==> config.mk <==
export PLATFORM = sky130hd
export DESIGN_NAME = angle_to_hue_wheel_rgb_top
export DESIGN_NICKNAME = d
export VERILOG_FILES = /design/src/hw/rtl/ahw_pkg.sv /design/src/hw/rtl/ahw_cell.sv /design/src/hw/rtl/ahw_color.sv /design/src/hw/rtl/angle_to_hue_wheel_rgb_top.sv
export VERILOG_INCLUDE_DIRS = /design/src /design/src/hw/rtl
export SDC_FILE = /design/constraint.sdc
export NUM_CORES = 2
export LEC_CHECK = 0
export BUFFER_PORTS_ARGS = -buffer_cell sky130_fd_sc_hd__buf_2
export CAP_MARGIN = 20
export CORE_ASPECT_RATIO = 1.75
export CORE_MARGIN = 2
export CORE_UTILIZATION = 40
export CTS_CLUSTER_SIZE = 30
export DETAILED_ROUTE_END_ITERATION = 7
export PLACE_DENSITY_LB_ADDON = 0.3
export SLEW_MARGIN = 20
export SYNTH_ARGS = -nofsm -noshare
export SYNTH_HDL_FRONTEND = slang
export SYNTH_SLANG_ARGS = --single-unit
==> constraint.sdc <==
create_clock -name clk -period 9.6 [get_ports clk]
set_input_delay 0.48 -clock clk [delete_from_list [all_inputs] [get_ports clk]]
set_output_delay 0.48 -clock clk [all_outputs]
set_load 0.005 [all_outputs]
==> src/hw/rtl/angle_to_hue_wheel_rgb_top_defines.svh <==
// Assertion macros shared by the hue wheel RTL.
`ifndef ANGLE_TO_HUE_WHEEL_RGB_TOP_DEFINES_SVH
`define ANGLE_TO_HUE_WHEEL_RGB_TOP_DEFINES_SVH

`ifndef SYNTHESIS
// Check a property on every clock edge outside reset.
`define AHW_ASSERT(lbl, clk, rst, prop, msg) \
  lbl: assert property (@(posedge clk) disable iff (rst) prop) else $error(msg);
// Check a property on every clock edge, reset included.
`define AHW_ASSERT_ALWAYS(lbl, clk, prop, msg) \
  lbl: assert property (@(posedge clk) prop) else $error(msg);
`else
`define AHW_ASSERT(lbl, clk, rst, prop, msg)
`define AHW_ASSERT_ALWAYS(lbl, clk, prop, msg)
`endif

`endif

==> src/hw/rtl/ahw_pkg.sv <==
// Types, constants and the arctangent table of the hue wheel block.
package ahw_pkg;

  localparam int CORDIC_STAGES_DEF = 16;
  localparam int COORD_WIDTH_DEF   = 16;
  localparam int ATAN_TABLE_LEN    = 24;
  localparam int COORD_IN_WIDTH    = 16;
  localparam int ANG_WIDTH         = 32;
  localparam int HUE_WIDTH         = 16;
  localparam int CHAN_WIDTH        = 8;
  localparam int GUARD_BITS        = 3;

  localparam logic [ANG_WIDTH-1:0]  HALF_TURN = 32'h8000_0000;
  localparam logic [CHAN_WIDTH-1:0] CHAN_FULL = 8'hFF;
  localparam logic [CHAN_WIDTH-1:0] CHAN_OFF  = 8'h00;

  typedef struct packed {
    logic signed [COORD_IN_WIDTH-1:0] x_coord;
    logic signed [COORD_IN_WIDTH-1:0] y_coord;
  } req_t;

  typedef struct packed {
    logic [CHAN_WIDTH-1:0] red;
    logic [CHAN_WIDTH-1:0] green;
    logic [CHAN_WIDTH-1:0] blue;
    logic [HUE_WIDTH-1:0]  hue_turn;
  } rsp_t;

  // Six sectors of the hue wheel; codes six and seven never occur.
  typedef enum logic [2:0] {
    SEC_RED_UP    = 3'd0,
    SEC_GREEN_DN  = 3'd1,
    SEC_GREEN_UP  = 3'd2,
    SEC_BLUE_DN   = 3'd3,
    SEC_BLUE_UP   = 3'd4,
    SEC_RED_DN    = 3'd5
  } sector_t;

  // atan(2^-i) as a fraction of a turn, 2^32 per turn.
  function automatic logic [ANG_WIDTH-1:0] atan_turn(input int i);
    logic [ANG_WIDTH-1:0] a;
    case (i)
      0:       a = 32'h2000_0000;
      1:       a = 32'h12E4_051E;
      2:       a = 32'h09FB_385B;
      3:       a = 32'h0511_11D4;
      4:       a = 32'h028B_0D43;
      5:       a = 32'h0145_D7E1;
      6:       a = 32'h00A2_F61E;
      7:       a = 32'h0051_7C55;
      8:       a = 32'h0028_BE53;
      9:       a = 32'h0014_5F2F;
      10:      a = 32'h000A_2F98;
      11:      a = 32'h0005_17CC;
      12:      a = 32'h0002_8BE6;
      13:      a = 32'h0001_45F3;
      14:      a = 32'h0000_A2FA;
      15:      a = 32'h0000_517D;
      16:      a = 32'h0000_28BE;
      17:      a = 32'h0000_145F;
      18:      a = 32'h0000_0A30;
      19:      a = 32'h0000_0518;
      20:      a = 32'h0000_028C;
      21:      a = 32'h0000_0146;
      22:      a = 32'h0000_00A3;
      23:      a = 32'h0000_0051;
      default: a = '0;
    endcase
    return a;
  endfunction

endpackage

==> src/hw/rtl/ahw_cell.sv <==
// One vectoring CORDIC stage: rotate toward the x axis and track the angle.
module ahw_cell #(
  parameter int XW    = 19,
  parameter int STAGE = 0
) (
  input  logic                            clk,
  input  logic                            rst,
  input  logic                            vld_in,
  input  logic signed [XW-1:0]            x_in,
  input  logic signed [XW-1:0]            y_in,
  input  logic [ahw_pkg::ANG_WIDTH-1:0]   ang_in,
  input  logic                            ready_dn,
  output logic                            ready_up,
  output logic                            vld,
  output logic signed [XW-1:0]            x,
  output logic signed [XW-1:0]            y,
  output logic [ahw_pkg::ANG_WIDTH-1:0]   ang
);

  localparam logic [ahw_pkg::ANG_WIDTH-1:0] STEP = ahw_pkg::atan_turn(STAGE);

  logic signed [XW-1:0]          xs, ys, x_next, y_next;
  logic [ahw_pkg::ANG_WIDTH-1:0] ang_next;
  logic                          y_pos, y_neg;

  assign ready_up = !vld || ready_dn;

  always_comb begin
    xs    = x_in >>> STAGE;
    ys    = y_in >>> STAGE;
    y_neg = y_in[XW-1];
    y_pos = !y_in[XW-1] && (|y_in);
    // A zero residual leaves the vector and the angle alone.
    x_next   = x_in;
    y_next   = y_in;
    ang_next = ang_in;
    if (y_pos) begin
      x_next   = x_in + ys;
      y_next   = y_in - xs;
      ang_next = ang_in + STEP;
    end else if (y_neg) begin
      x_next   = x_in - ys;
      y_next   = y_in + xs;
      ang_next = ang_in - STEP;
    end
  end

  always_ff @(posedge clk) begin
    if (rst) begin
      vld <= 1'b0;
    end else if (ready_up) begin
      vld <= vld_in;
    end
  end

  always_ff @(posedge clk) begin
    if (ready_up) begin
      x   <= x_next;
      y   <= y_next;
      ang <= ang_next;
    end
  end

endmodule

==> src/hw/rtl/ahw_color.sv <==
// Hue to sector split and HSV wheel color mapping, ending in the output register.
module ahw_color (
  input  logic                          clk,
  input  logic                          rst,
  input  logic                          vld_in,
  input  logic [ahw_pkg::ANG_WIDTH-1:0] ang_in,
  output logic                          ready_up,
  output logic                          rsp_valid,
  input  logic                          rsp_stall,
  output ahw_pkg::rsp_t                 rsp
);

  localparam int PW = ahw_pkg::HUE_WIDTH + 3;
  localparam int WW = ahw_pkg::HUE_WIDTH + 1;
  localparam int RW = ahw_pkg::HUE_WIDTH + ahw_pkg::CHAN_WIDTH + 1;
  localparam logic [RW-1:0] HALF_LSB = RW'(1) << (ahw_pkg::HUE_WIDTH - 1);

  logic                            en_b, vld_a;
  logic [PW-1:0]                   p;
  logic [ahw_pkg::HUE_WIDTH-1:0]   hue_in;
  logic [ahw_pkg::HUE_WIDTH-1:0]   hue_a, frac_a;
  ahw_pkg::sector_t                sector_a;
  logic [WW-1:0]                   w;
  logic [RW-1:0]                   ramp_sum;
  logic [ahw_pkg::CHAN_WIDTH-1:0]  ramp;
  ahw_pkg::rsp_t                   rsp_next;

  assign en_b     = !rsp_valid || !rsp_stall;
  assign ready_up = !vld_a || en_b;

  // Hue times six by shift and add.
  always_comb begin
    hue_in = ang_in[ahw_pkg::ANG_WIDTH-1 -: ahw_pkg::HUE_WIDTH];
    p      = (PW'(hue_in) << 2) + (PW'(hue_in) << 1);
  end

  always_ff @(posedge clk) begin
    if (rst) begin
      vld_a <= 1'b0;
    end else if (ready_up) begin
      vld_a <= vld_in;
    end
  end

  always_ff @(posedge clk) begin
    if (ready_up) begin
      hue_a    <= hue_in;
      frac_a   <= p[ahw_pkg::HUE_WIDTH-1:0];
      sector_a <= ahw_pkg::sector_t'(p[PW-1 -: 3]);
    end
  end

  // Ramp level rises in even sectors and falls in odd ones; round w*255.
  always_comb begin
    w        = sector_a[0] ? (WW'(1) << ahw_pkg::HUE_WIDTH) - WW'(frac_a) : WW'(frac_a);
    ramp_sum = (RW'(w) << ahw_pkg::CHAN_WIDTH) - RW'(w) + HALF_LSB;
    ramp     = ramp_sum[ahw_pkg::HUE_WIDTH +: ahw_pkg::CHAN_WIDTH];
    rsp_next.hue_turn = hue_a;
    unique case (sector_a)
      ahw_pkg::SEC_RED_UP: begin
        rsp_next.red   = ahw_pkg::CHAN_FULL;
        rsp_next.green = ramp;
        rsp_next.blue  = ahw_pkg::CHAN_OFF;
      end
      ahw_pkg::SEC_GREEN_DN: begin
        rsp_next.red   = ramp;
        rsp_next.green = ahw_pkg::CHAN_FULL;
        rsp_next.blue  = ahw_pkg::CHAN_OFF;
      end
      ahw_pkg::SEC_GREEN_UP: begin
        rsp_next.red   = ahw_pkg::CHAN_OFF;
        rsp_next.green = ahw_pkg::CHAN_FULL;
        rsp_next.blue  = ramp;
      end
      ahw_pkg::SEC_BLUE_DN: begin
        rsp_next.red   = ahw_pkg::CHAN_OFF;
        rsp_next.green = ramp;
        rsp_next.blue  = ahw_pkg::CHAN_FULL;
      end
      ahw_pkg::SEC_BLUE_UP: begin
        rsp_next.red   = ramp;
        rsp_next.green = ahw_pkg::CHAN_OFF;
        rsp_next.blue  = ahw_pkg::CHAN_FULL;
      end
      default: begin
        rsp_next.red   = ahw_pkg::CHAN_FULL;
        rsp_next.green = ahw_pkg::CHAN_OFF;
        rsp_next.blue  = ramp;
      end
    endcase
  end

  always_ff @(posedge clk) begin
    if (rst) begin
      rsp_valid <= 1'b0;
    end else if (en_b) begin
      rsp_valid <= vld_a;
    end
  end

  always_ff @(posedge clk) begin
    if (en_b) begin
      rsp <= rsp_next;
    end
  end

endmodule

==> src/hw/rtl/angle_to_hue_wheel_rgb_top.sv <==
// Top level of the angle to hue wheel color block.
//
// Usage: each request carries one signed point (x_coord, y_coord). The block
// returns the point's angle around the origin as hue_turn (65536 per turn) and
// the fully saturated, full value RGB color of that hue on the HSV wheel.
// The origin maps to pure red.
//
// Channels: req/req_valid/req_stall in, rsp/rsp_valid/rsp_stall out. A request
// moves on an edge with valid high and stall low.
//
// Pipeline: from request to result the data passes one stage that folds the left
// half plane, one cell per CORDIC iteration, one stage that splits the hue into
// sector and fraction, and the output register.
// Throughput: one request per cycle without stall; each pipeline register takes
// new data whenever it is empty or its successor moves, so a stalled result
// holds only the output register; empty stages upstream keep taking requests.
//
// Reset clears all valid bits; the pipeline is empty afterward.
// Stall on the result side backs up the chain stage by stage until req_stall
// rises; no request is dropped.
`include "angle_to_hue_wheel_rgb_top_defines.svh"

module angle_to_hue_wheel_rgb_top #(
  parameter int CORDIC_STAGES = ahw_pkg::CORDIC_STAGES_DEF,
  parameter int COORD_WIDTH   = ahw_pkg::COORD_WIDTH_DEF
) (
  input  logic          clk,
  input  logic          rst,
  input  ahw_pkg::req_t req,
  input  logic          req_valid,
  output logic          req_stall,
  output ahw_pkg::rsp_t rsp,
  output logic          rsp_valid,
  input  logic          rsp_stall
);

  // Iterations beyond the arctangent table are not run.
  localparam int NSTG = (CORDIC_STAGES < ahw_pkg::ATAN_TABLE_LEN) ?
                        CORDIC_STAGES : ahw_pkg::ATAN_TABLE_LEN;
  // Headroom for the CORDIC gain and the negation of the most negative value.
  localparam int XW = COORD_WIDTH + ahw_pkg::GUARD_BITS;

  logic [COORD_WIDTH-1:0]        x_raw, y_raw;
  logic signed [XW-1:0]          x_ext, y_ext;
  logic signed [XW-1:0]          px_next, py_next;
  logic [ahw_pkg::ANG_WIDTH-1:0] pang_next;

  // Chain taps: index 0 is the fold stage, index k the output of cell k-1.
  logic signed [XW-1:0]          cx    [NSTG+1];
  logic signed [XW-1:0]          cy    [NSTG+1];
  logic [ahw_pkg::ANG_WIDTH-1:0] cang  [NSTG+1];
  logic [NSTG:0]                 cvld;
  logic [NSTG+1:0]               cready;

  // Take the low COORD_WIDTH bits; a wider setting sees the field zero-filled.
  generate
    if (COORD_WIDTH <= ahw_pkg::COORD_IN_WIDTH) begin : g_narrow
      assign x_raw = req.x_coord[COORD_WIDTH-1:0];
      assign y_raw = req.y_coord[COORD_WIDTH-1:0];
    end else begin : g_wide
      assign x_raw = {{(COORD_WIDTH-ahw_pkg::COORD_IN_WIDTH){1'b0}}, req.x_coord};
      assign y_raw = {{(COORD_WIDTH-ahw_pkg::COORD_IN_WIDTH){1'b0}}, req.y_coord};
    end
  endgenerate

  // Fold the left half plane onto the right one, starting at half a turn.
  always_comb begin
    x_ext = {{ahw_pkg::GUARD_BITS{x_raw[COORD_WIDTH-1]}}, x_raw};
    y_ext = {{ahw_pkg::GUARD_BITS{y_raw[COORD_WIDTH-1]}}, y_raw};
    if (x_ext[XW-1]) begin
      px_next   = -x_ext;
      py_next   = -y_ext;
      pang_next = ahw_pkg::HALF_TURN;
    end else begin
      px_next   = x_ext;
      py_next   = y_ext;
      pang_next = '0;
    end
  end

  // Fold stage register; hold while its successor is full and stalled.
  assign cready[0] = !cvld[0] || cready[1];
  assign req_stall = !cready[0];

  always_ff @(posedge clk) begin
    if (rst) begin
      cvld[0] <= 1'b0;
    end else if (cready[0]) begin
      cvld[0] <= req_valid;
    end
  end

  always_ff @(posedge clk) begin
    if (cready[0]) begin
      cx[0]   <= px_next;
      cy[0]   <= py_next;
      cang[0] <= pang_next;
    end
  end

  // Row of CORDIC cells, one per iteration, each handing off to the next.
  generate
    for (genvar k = 0; k < NSTG; k++) begin : g_cell
      ahw_cell #(
        .XW    (XW),
        .STAGE (k)
      ) u_cell (
        .clk      (clk),
        .rst      (rst),
        .vld_in   (cvld[k]),
        .x_in     (cx[k]),
        .y_in     (cy[k]),
        .ang_in   (cang[k]),
        .ready_dn (cready[k+2]),
        .ready_up (cready[k+1]),
        .vld      (cvld[k+1]),
        .x        (cx[k+1]),
        .y        (cy[k+1]),
        .ang      (cang[k+1])
      );
    end
  endgenerate

  // Map the final angle onto the color wheel and drive the result.
  ahw_color u_color (
    .clk       (clk),
    .rst       (rst),
    .vld_in    (cvld[NSTG]),
    .ang_in    (cang[NSTG]),
    .ready_up  (cready[NSTG+1]),
    .rsp_valid (rsp_valid),
    .rsp_stall (rsp_stall),
    .rsp       (rsp)
  );

  // Empty after reset.
  `AHW_ASSERT_ALWAYS(a_reset_empty, clk, rst |=> (!rsp_valid && !cvld[0]), "valid after reset")
  // An accepted request lands in the fold stage.
  `AHW_ASSERT(a_req_lands, clk, rst, (req_valid && !req_stall) |=> cvld[0], "request lost")
  // Every wheel color has one channel full and one channel off.
  `AHW_ASSERT(a_wheel_color, clk, rst,
    rsp_valid |-> ((rsp.red == 8'hFF || rsp.green == 8'hFF || rsp.blue == 8'hFF) &&
                   (rsp.red == 8'h00 || rsp.green == 8'h00 || rsp.blue == 8'h00)),
    "color off the wheel")
  // Hues of the first sector are red with no blue.
  `AHW_ASSERT(a_first_sector, clk, rst,
    (rsp_valid && rsp.hue_turn <= 16'd10922) |-> (rsp.red == 8'hFF && rsp.blue == 8'h00),
    "first sector mismatch")

endmodule
## After elaboration in Yosys (flattened, before gate mapping)

Cells that the tools add are included.

- Logic and storage cells: 358
- Memories: 0
- Bits in latches: 0
- Bits in registers: 1227
- Bits in writable memories: 0
- Memory bits (read-only): 0
- Output and inout bits: 42
- Input port bits: 36

- Divide/modulo/power cells: 0
- $lt $le $gt $ge: 0
- Reduce and logical (&&, ||, !) cells: 89
- $add $sub $neg: 95
- Muxes and demuxes: 95
- $mul: 0
- Eq/ne operators: 4
- Shifts and indexed selects: 0
- Bitwise gates (word level): 0

Operators by type and width:

| kind | count |
|---|---|
| 2-to-1 mux 19 bit | 59 |
| 2-to-1 mux 32 bit | 33 |
| OR reduction 19 bit | 16 |
| case mux 24 bit (5 select lines) | 1 |
| adder 19 x 10 -> 19 bit | 2 |
| adder 19 x 11 -> 19 bit | 2 |
| adder 19 x 12 -> 19 bit | 2 |
| adder 19 x 13 -> 19 bit | 2 |
| adder 19 x 14 -> 19 bit | 2 |
| adder 19 x 15 -> 19 bit | 2 |
| adder 19 x 16 -> 19 bit | 2 |
| adder 19 x 17 -> 19 bit | 2 |
| adder 19 x 18 -> 19 bit | 2 |
| adder 19 x 6 -> 19 bit | 2 |
| adder 19 x 7 -> 19 bit | 2 |
| adder 19 x 8 -> 19 bit | 2 |
| adder 19 x 9 -> 19 bit | 2 |
| negator 16 -> 19 bit | 2 |
| subtractor 19 x 10 -> 19 bit | 2 |
| subtractor 19 x 11 -> 19 bit | 2 |
| subtractor 19 x 12 -> 19 bit | 2 |
| subtractor 19 x 13 -> 19 bit | 2 |
| subtractor 19 x 14 -> 19 bit | 2 |
| subtractor 19 x 15 -> 19 bit | 2 |
| other kinds (56) | 134 |

## Longest topological paths before layout

- Word-level depth: 21
- Gate-level depth with buffers: 19
- Mapped depth without buffers: 19

## Hierarchy

A second synthesis with hierarchy kept.

- Cell total of the unflattened synthesis: 14250
- Area total of the unflattened synthesis: 123362.1 um^2

Modules (own cells, without submodules):

| module | area each (um^2) | cells each | seq. area each (um^2) | times used |
|---|---|---|---|---|
| ahw_cell (g_cell[4].u_cell) | 7896.3 | 912 | 2122.0 | 1 |
| ahw_cell (g_cell[8].u_cell) | 7733.7 | 943 | 2122.0 | 1 |
| ahw_cell (g_cell[3].u_cell) | 7613.6 | 917 | 2122.0 | 1 |
| ahw_cell (g_cell[10].u_cell) | 7553.5 | 878 | 2122.0 | 1 |
| ahw_cell (g_cell[12].u_cell) | 7495.9 | 886 | 2122.0 | 1 |
| ahw_cell (g_cell[1].u_cell) | 7449.6 | 891 | 2122.0 | 1 |
| ahw_cell (g_cell[14].u_cell) | 7415.9 | 871 | 2122.0 | 1 |
| ahw_cell (g_cell[7].u_cell) | 7354.6 | 853 | 2122.0 | 1 |
| ahw_cell (g_cell[6].u_cell) | 7300.8 | 850 | 2122.0 | 1 |
| ahw_cell (g_cell[9].u_cell) | 7298.2 | 859 | 2122.0 | 1 |
| ahw_cell (g_cell[2].u_cell) | 7288.2 | 879 | 2122.0 | 1 |
| ahw_cell (g_cell[13].u_cell) | 7240.7 | 828 | 2122.0 | 1 |
| ahw_cell (g_cell[11].u_cell) | 7150.6 | 817 | 2122.0 | 1 |
| ahw_cell (g_cell[15].u_cell) | 7119.3 | 827 | 2122.0 | 1 |
| 4 more rows | -- | -- | -- | -- |

## Worst setup path after synthesis

OpenSTA, ideal clock, no wires.

- Path type: input to output
- Start: input port rsp_stall
- End: output port req_stall
- Stages: 9
- Path buffers: 0
- Data required time: 9.120 ns
- Slack: 2.313 ns
- Data arrival time: 6.807 ns
- Cell sequence: nand2_1 -> nor2_1 -> and2_1 -> inv_1 -> nor3_1 -> nand3_1 -> nor2_1 -> nand3_1 -> inv_1

- Cells in the longest elaborated chain, start to end: 21

RTL lines:

| item | line | text |
|---|---|---|
| start: declaration | angle_to_hue_wheel_rgb_top.sv:34 | `input logic rsp_stall` |
| zero test 1 bit | ahw_color.sv:28 | `assign en_b = !rsp_valid \|\| !rsp_stall;` |
| logical OR 1 bit | ahw_color.sv:28 |  |
| logical OR 1 bit | ahw_color.sv:29 | `assign ready_up = !vld_a \|\| en_b;` |
| logical OR 1 bit (4 in a row) | ahw_cell.sv:26 | `assign ready_up = !vld \|\| ready_dn;` |
| named net cready[13] | angle_to_hue_wheel_rgb_top.sv:53 | `logic [NSTG+1:0] cready;` |
| logical OR 1 bit (10 in a row) | ahw_cell.sv:26 |  |
| named net cready[3] | angle_to_hue_wheel_rgb_top.sv:53 |  |
| logical OR 1 bit (2 in a row) | ahw_cell.sv:26 |  |
| logical OR 1 bit | angle_to_hue_wheel_rgb_top.sv:82 | `assign cready[0] = !cvld[0] \|\| cready[1];` |
| named net cready[0] | angle_to_hue_wheel_rgb_top.sv:53 |  |
| zero test 1 bit | angle_to_hue_wheel_rgb_top.sv:83 | `assign req_stall = !cready[0];` |
| end: declaration | angle_to_hue_wheel_rgb_top.sv:31 | `output logic req_stall,` |

The timed path passes the listed nets, and every way through them passes these cells.

==> results.txt <==
The critical path buffer and inverter count came out at 1. Data on the critical path arrives at its endpoint at 6.12 ns. The flow ran to the end, and the final reports show no timing, DRC or antenna violations. The peak per-stage delay on the critical path came out at 0.73 ns.

The synthesized design spends more area on one cell type than any other, namely sky130_fd_sc_hd__edfxtp_1. The number of placement rows is between 200 and 250. At the pin with the least slew margin, the transition time is about 1.1 ns. CTS saw 1100 sinks. Dividing the detail-routed via count by the number of cells gives 5.92. The initial antenna violation count was 4.

The hold violation count in the final report came to 0. The average wire per standard cell came out at slightly above 20 µm. The CTS tree is built.

In this run the register-to-register setup slack is approximately 4 ns. The synthesized netlist devotes 6.86% of its cell area to XOR and XNOR gates. The final number of setup-violating endpoints came out at 0. The number of iterations in the first detailed-routing pass is 7. The number of global-route vias before repair came out at about 90000. Summing the areas of all fa, ha and maj instances in the mapped netlist gives 14.6% of the synthesized area.

In the post-route analysis, the smallest setup slack over all paths is 4.01 ns. The critical path goes through or4_1, or4_4, o21ai_2, xor2_1, inv_1, nor2_1, ha_1, a21o_1, a211o_1, or2_2, o211ai_1, and3b_1, mux2i_1, xnor2_1, o21ai_0, a22o_1. The residual overflow from global routing came out at 0. Headroom to the max-slew limit came out at between 20% and 30%. Prior to clock tree synthesis, the placed netlist has a worst setup slack of 3.96 ns. The instance count along the most critical hold path came out at 2. The launching instance or port of the critical path is u_color.frac_a[5]. The placeable core region came out at about 0.25 mm².

Data on the critical path is required at its endpoint by 10.14 ns. The portion of synthesized area spent on multiplexers is less than 1%. The number of register bits inferred by synthesis is between 1000 and 1500. The commonest cells after synthesis are 1187 x sky130_fd_sc_hd__a21oi_1, 1097 x sky130_fd_sc_hd__ha_1, 1081 x sky130_fd_sc_hd__edfxtp_1.

The primary flip-flop cell chosen by synthesis mapping is sky130_fd_sc_hd__edfxtp_1. The clock latency on the worst-skew pair came out at about 0.8 ns. The largest fanout on the critical path is 9.

After legalization and detailed placement, the total HPWL measured about 250000 µm. Static timing analysis puts the maximum clock frequency at between 0.15 and 0.2 GHz. By instance count, the leading cell after synthesis is sky130_fd_sc_hd__a21oi_1. Setup repair after global routing left no endpoint under its margin. The kind of critical path is flip-flop to flip-flop. The horizontal die dimension is 385 µm. The via total after detailed routing came out at just under 90000. The root buffer cell is sky130_fd_sc_hd__clkbuf_16.

The startpoint identified for the worst register-to-register timing path is u_color.frac_a[5]. The post-synthesis async set-or-reset flop share is 0%. STA classifies the critical path startpoint as a flip-flop.

By area, the combinational part of the netlist is dominated by compound AO/OA/AOI/OAI gates. The relative area change from synthesis to final layout is 7.45%. In this run the post-CTS setup repair buffer count came out at 0. Pin placement for this block handled approximately 80 I/O pins.

The clock passes through at most 3 buffers. The number of buffers created by CTS is ~120. The endpoint identified for the worst register-to-register timing path is u_color.rsp[21]. The class of the most critical hold timing path is input port to flip-flop. The final total negative setup slack came out at 0 ns.

At the end of the flow the core is filled with cells to between 40% and 50%. The final-stage net count came out at approximately 13000. The count of pins over their slew limit came out at 0.

The clock period could shrink to 5.59 ns. The post-route fraction of the period consumed by the critical path is 58.2%. The number of input and output port buffers inserted is 77. Clock-pin slew was measured on the worst setup and hold paths at approximately 0.070 ns. The synthesized area divided by synthesized cell count is ~8.6 µm². The part of the Yosys area used for sequential elements came out at between 30% and 40%. The die outline height is 671 µm. The final clock skew came out at between 0.05 and 0.06 ns. The count of flip-flops with a built-in enable after synthesis is between 1000 and 1500. The H-tree was split into 3 levels. Of the total synthesized cell area, the portion taken by AND, OR, NAND and NOR gates is between 15 and 20%.

Counting every instance in the synthesized netlist gives 11800. The residual DRC count came out at 0. The initial core utilization came out at 40.2%. The die area is ~0.26 mm². The post-synthesis compound-gate area fraction is between 20% and 30%.

The number of warning messages in the yosys log is 0. The iteration-0 DRC count of the detailed router came out at 4835. The overall routing resource usage is 23.3%.

After detailed routing, the total wire length is approximately 310000 µm. Summing every instance area after synthesis gives 0.102 mm². In this run the most critical hold path is launched from req[13]. The fill cell total of the finished layout came out at ~24000. The first-pass GRT wire length came out at about 480000 µm.

The share of cells above drive strength 1 came out at under 10%. The count of different cell masters after synthesis came out at 90. The number of routed nets with antenna violations is 0. The reported max-cap violation count came out at 0. The worst setup path is captured at a flip-flop. The length in cells of the worst reg-to-reg path came out at 16. By area the synthesized netlist is led by sky130_fd_sc_hd__edfxtp_1 32%, sky130_fd_sc_hd__ha_1 14%, sky130_fd_sc_hd__a21oi_1 5.8%.

The pin count of the biggest net entering global routing is 84. The cell with the biggest individual delay on the critical path is sky130_fd_sc_hd__or4_1. Among cell families on the critical path, the largest total delay comes from simple AND/OR/NAND/NOR gates.

The number of gates resized after cts is 0. The routability congestion estimate from global placement came out at approximately 0.95. Summed over its instances, the top area cell type makes up between 30% and 40% of the synthesized netlist area. For hold timing, the worst endpoint is cy[317].
## worst max path at each step
stage / cells after the start / endpoint / slack [ns]
final: 16 / u_color.rsp[21] / 4.01
after global routing: 16 / u_color.rsp[21] / 3.67
after CTS: 13 / req_stall / 3.91
after detailed placement: 16 / u_color.rsp[21] / 3.96
after global placement: 16 / u_color.rsp[21] / 3.82
after floorplan: 9 / req_stall / 2.31
## repair_timing
item	in CTS	in global routing
endpoints found under the hold margin	7	0
endpoints found under the setup margin	0	0
hold buffers	7	0
## final cells by class
| class | instances | area [µm²] | area share (%) |
|---|---|---|---|
| Antenna cell | 1 | 2.50 | 0.00229 |
| Clock buffer | 131 | 3000 | 2.75 |
| Tap cell | 3321 | 4160 | 3.81 |
| Clock inverter | 89 | 1050 | 0.963 |
| Sequential cell | 1100 | 32800 | 30.1 |
| Multi-Input combinational cell | 9228 | 63300 | 58.0 |
| Inverter | 903 | 3390 | 3.11 |
| Timing Repair Buffer | 202 | 1350 | 1.24 |
## cell families after synthesis
logic type,Yosys count
simple gates,3430
other cells,1
xor+xnor,795
compound gates,3802
mux,45
flops,1100
buf+inv,1470
fa+ha+maj,1153
## per-stage QoR
step / cells / hold WS (ns) / area (µm²)
detailed placement: 14700 / 0.406 / 105000
finish: 15000 / 0.0559 / 109000
CTS: 15000 / 0.00198 / 109000
global route: 15000 / 0.0321 / 109000
global placement: 14700 / 0.404 / 105000
floorplan: 11800 / 0.400 / 102000
## metal layers
| layer | part of all wire [%] | global-route usage, % |
|---|---|---|
| met5 | 0 | 0 |
| met4 | 9.7 | 20.0 |
| met3 | 3.2 | 2.41 |
| met2 | 56 | 48.0 |
| met1 | 31 | 18.8 |
## cell usage in the layout, fill, tap and decap left out, drive strengths merged, types with 61 or more instances in the layout
cell	Yosys	layout
xor2	179	179
a31oi	202	202
ha	1097	1097
a21o	196	196
nor2	1040	1040
nor3	355	355
nand2	741	741
xnor2	616	616
o21bai	177	177
and3	98	98
a221oi	99	99
or3	196	196
a21oi	1187	1187
nand3	232	232
o41ai	61	61
o22ai	110	110
nor2b	165	165
a211oi	133	133
clkbuf	518	131
o211ai	116	116
nor4	117	117
inv	899	913
o31ai	105	105
o21ai	756	756
nand2b	185	185
buf	49	195
edfxtp	1081	1081
## sequential cells by signal, indices dropped and copies added (netlist names), 3 cells and up
name	flops
g_cell.u_cell.ang	432
g_cell.u_cell.y	285
g_cell.u_cell.x	252
u_color.rsp	40
cx	19
cy	19
g_cell.u_cell.vld	16
u_color.hue_a	16
u_color.frac_a	14
u_color.sector_a	3
Power is left out: the tool's default activity adds up to more than one toggle a clock period on the data nets, which glitch-free logic cannot reach.
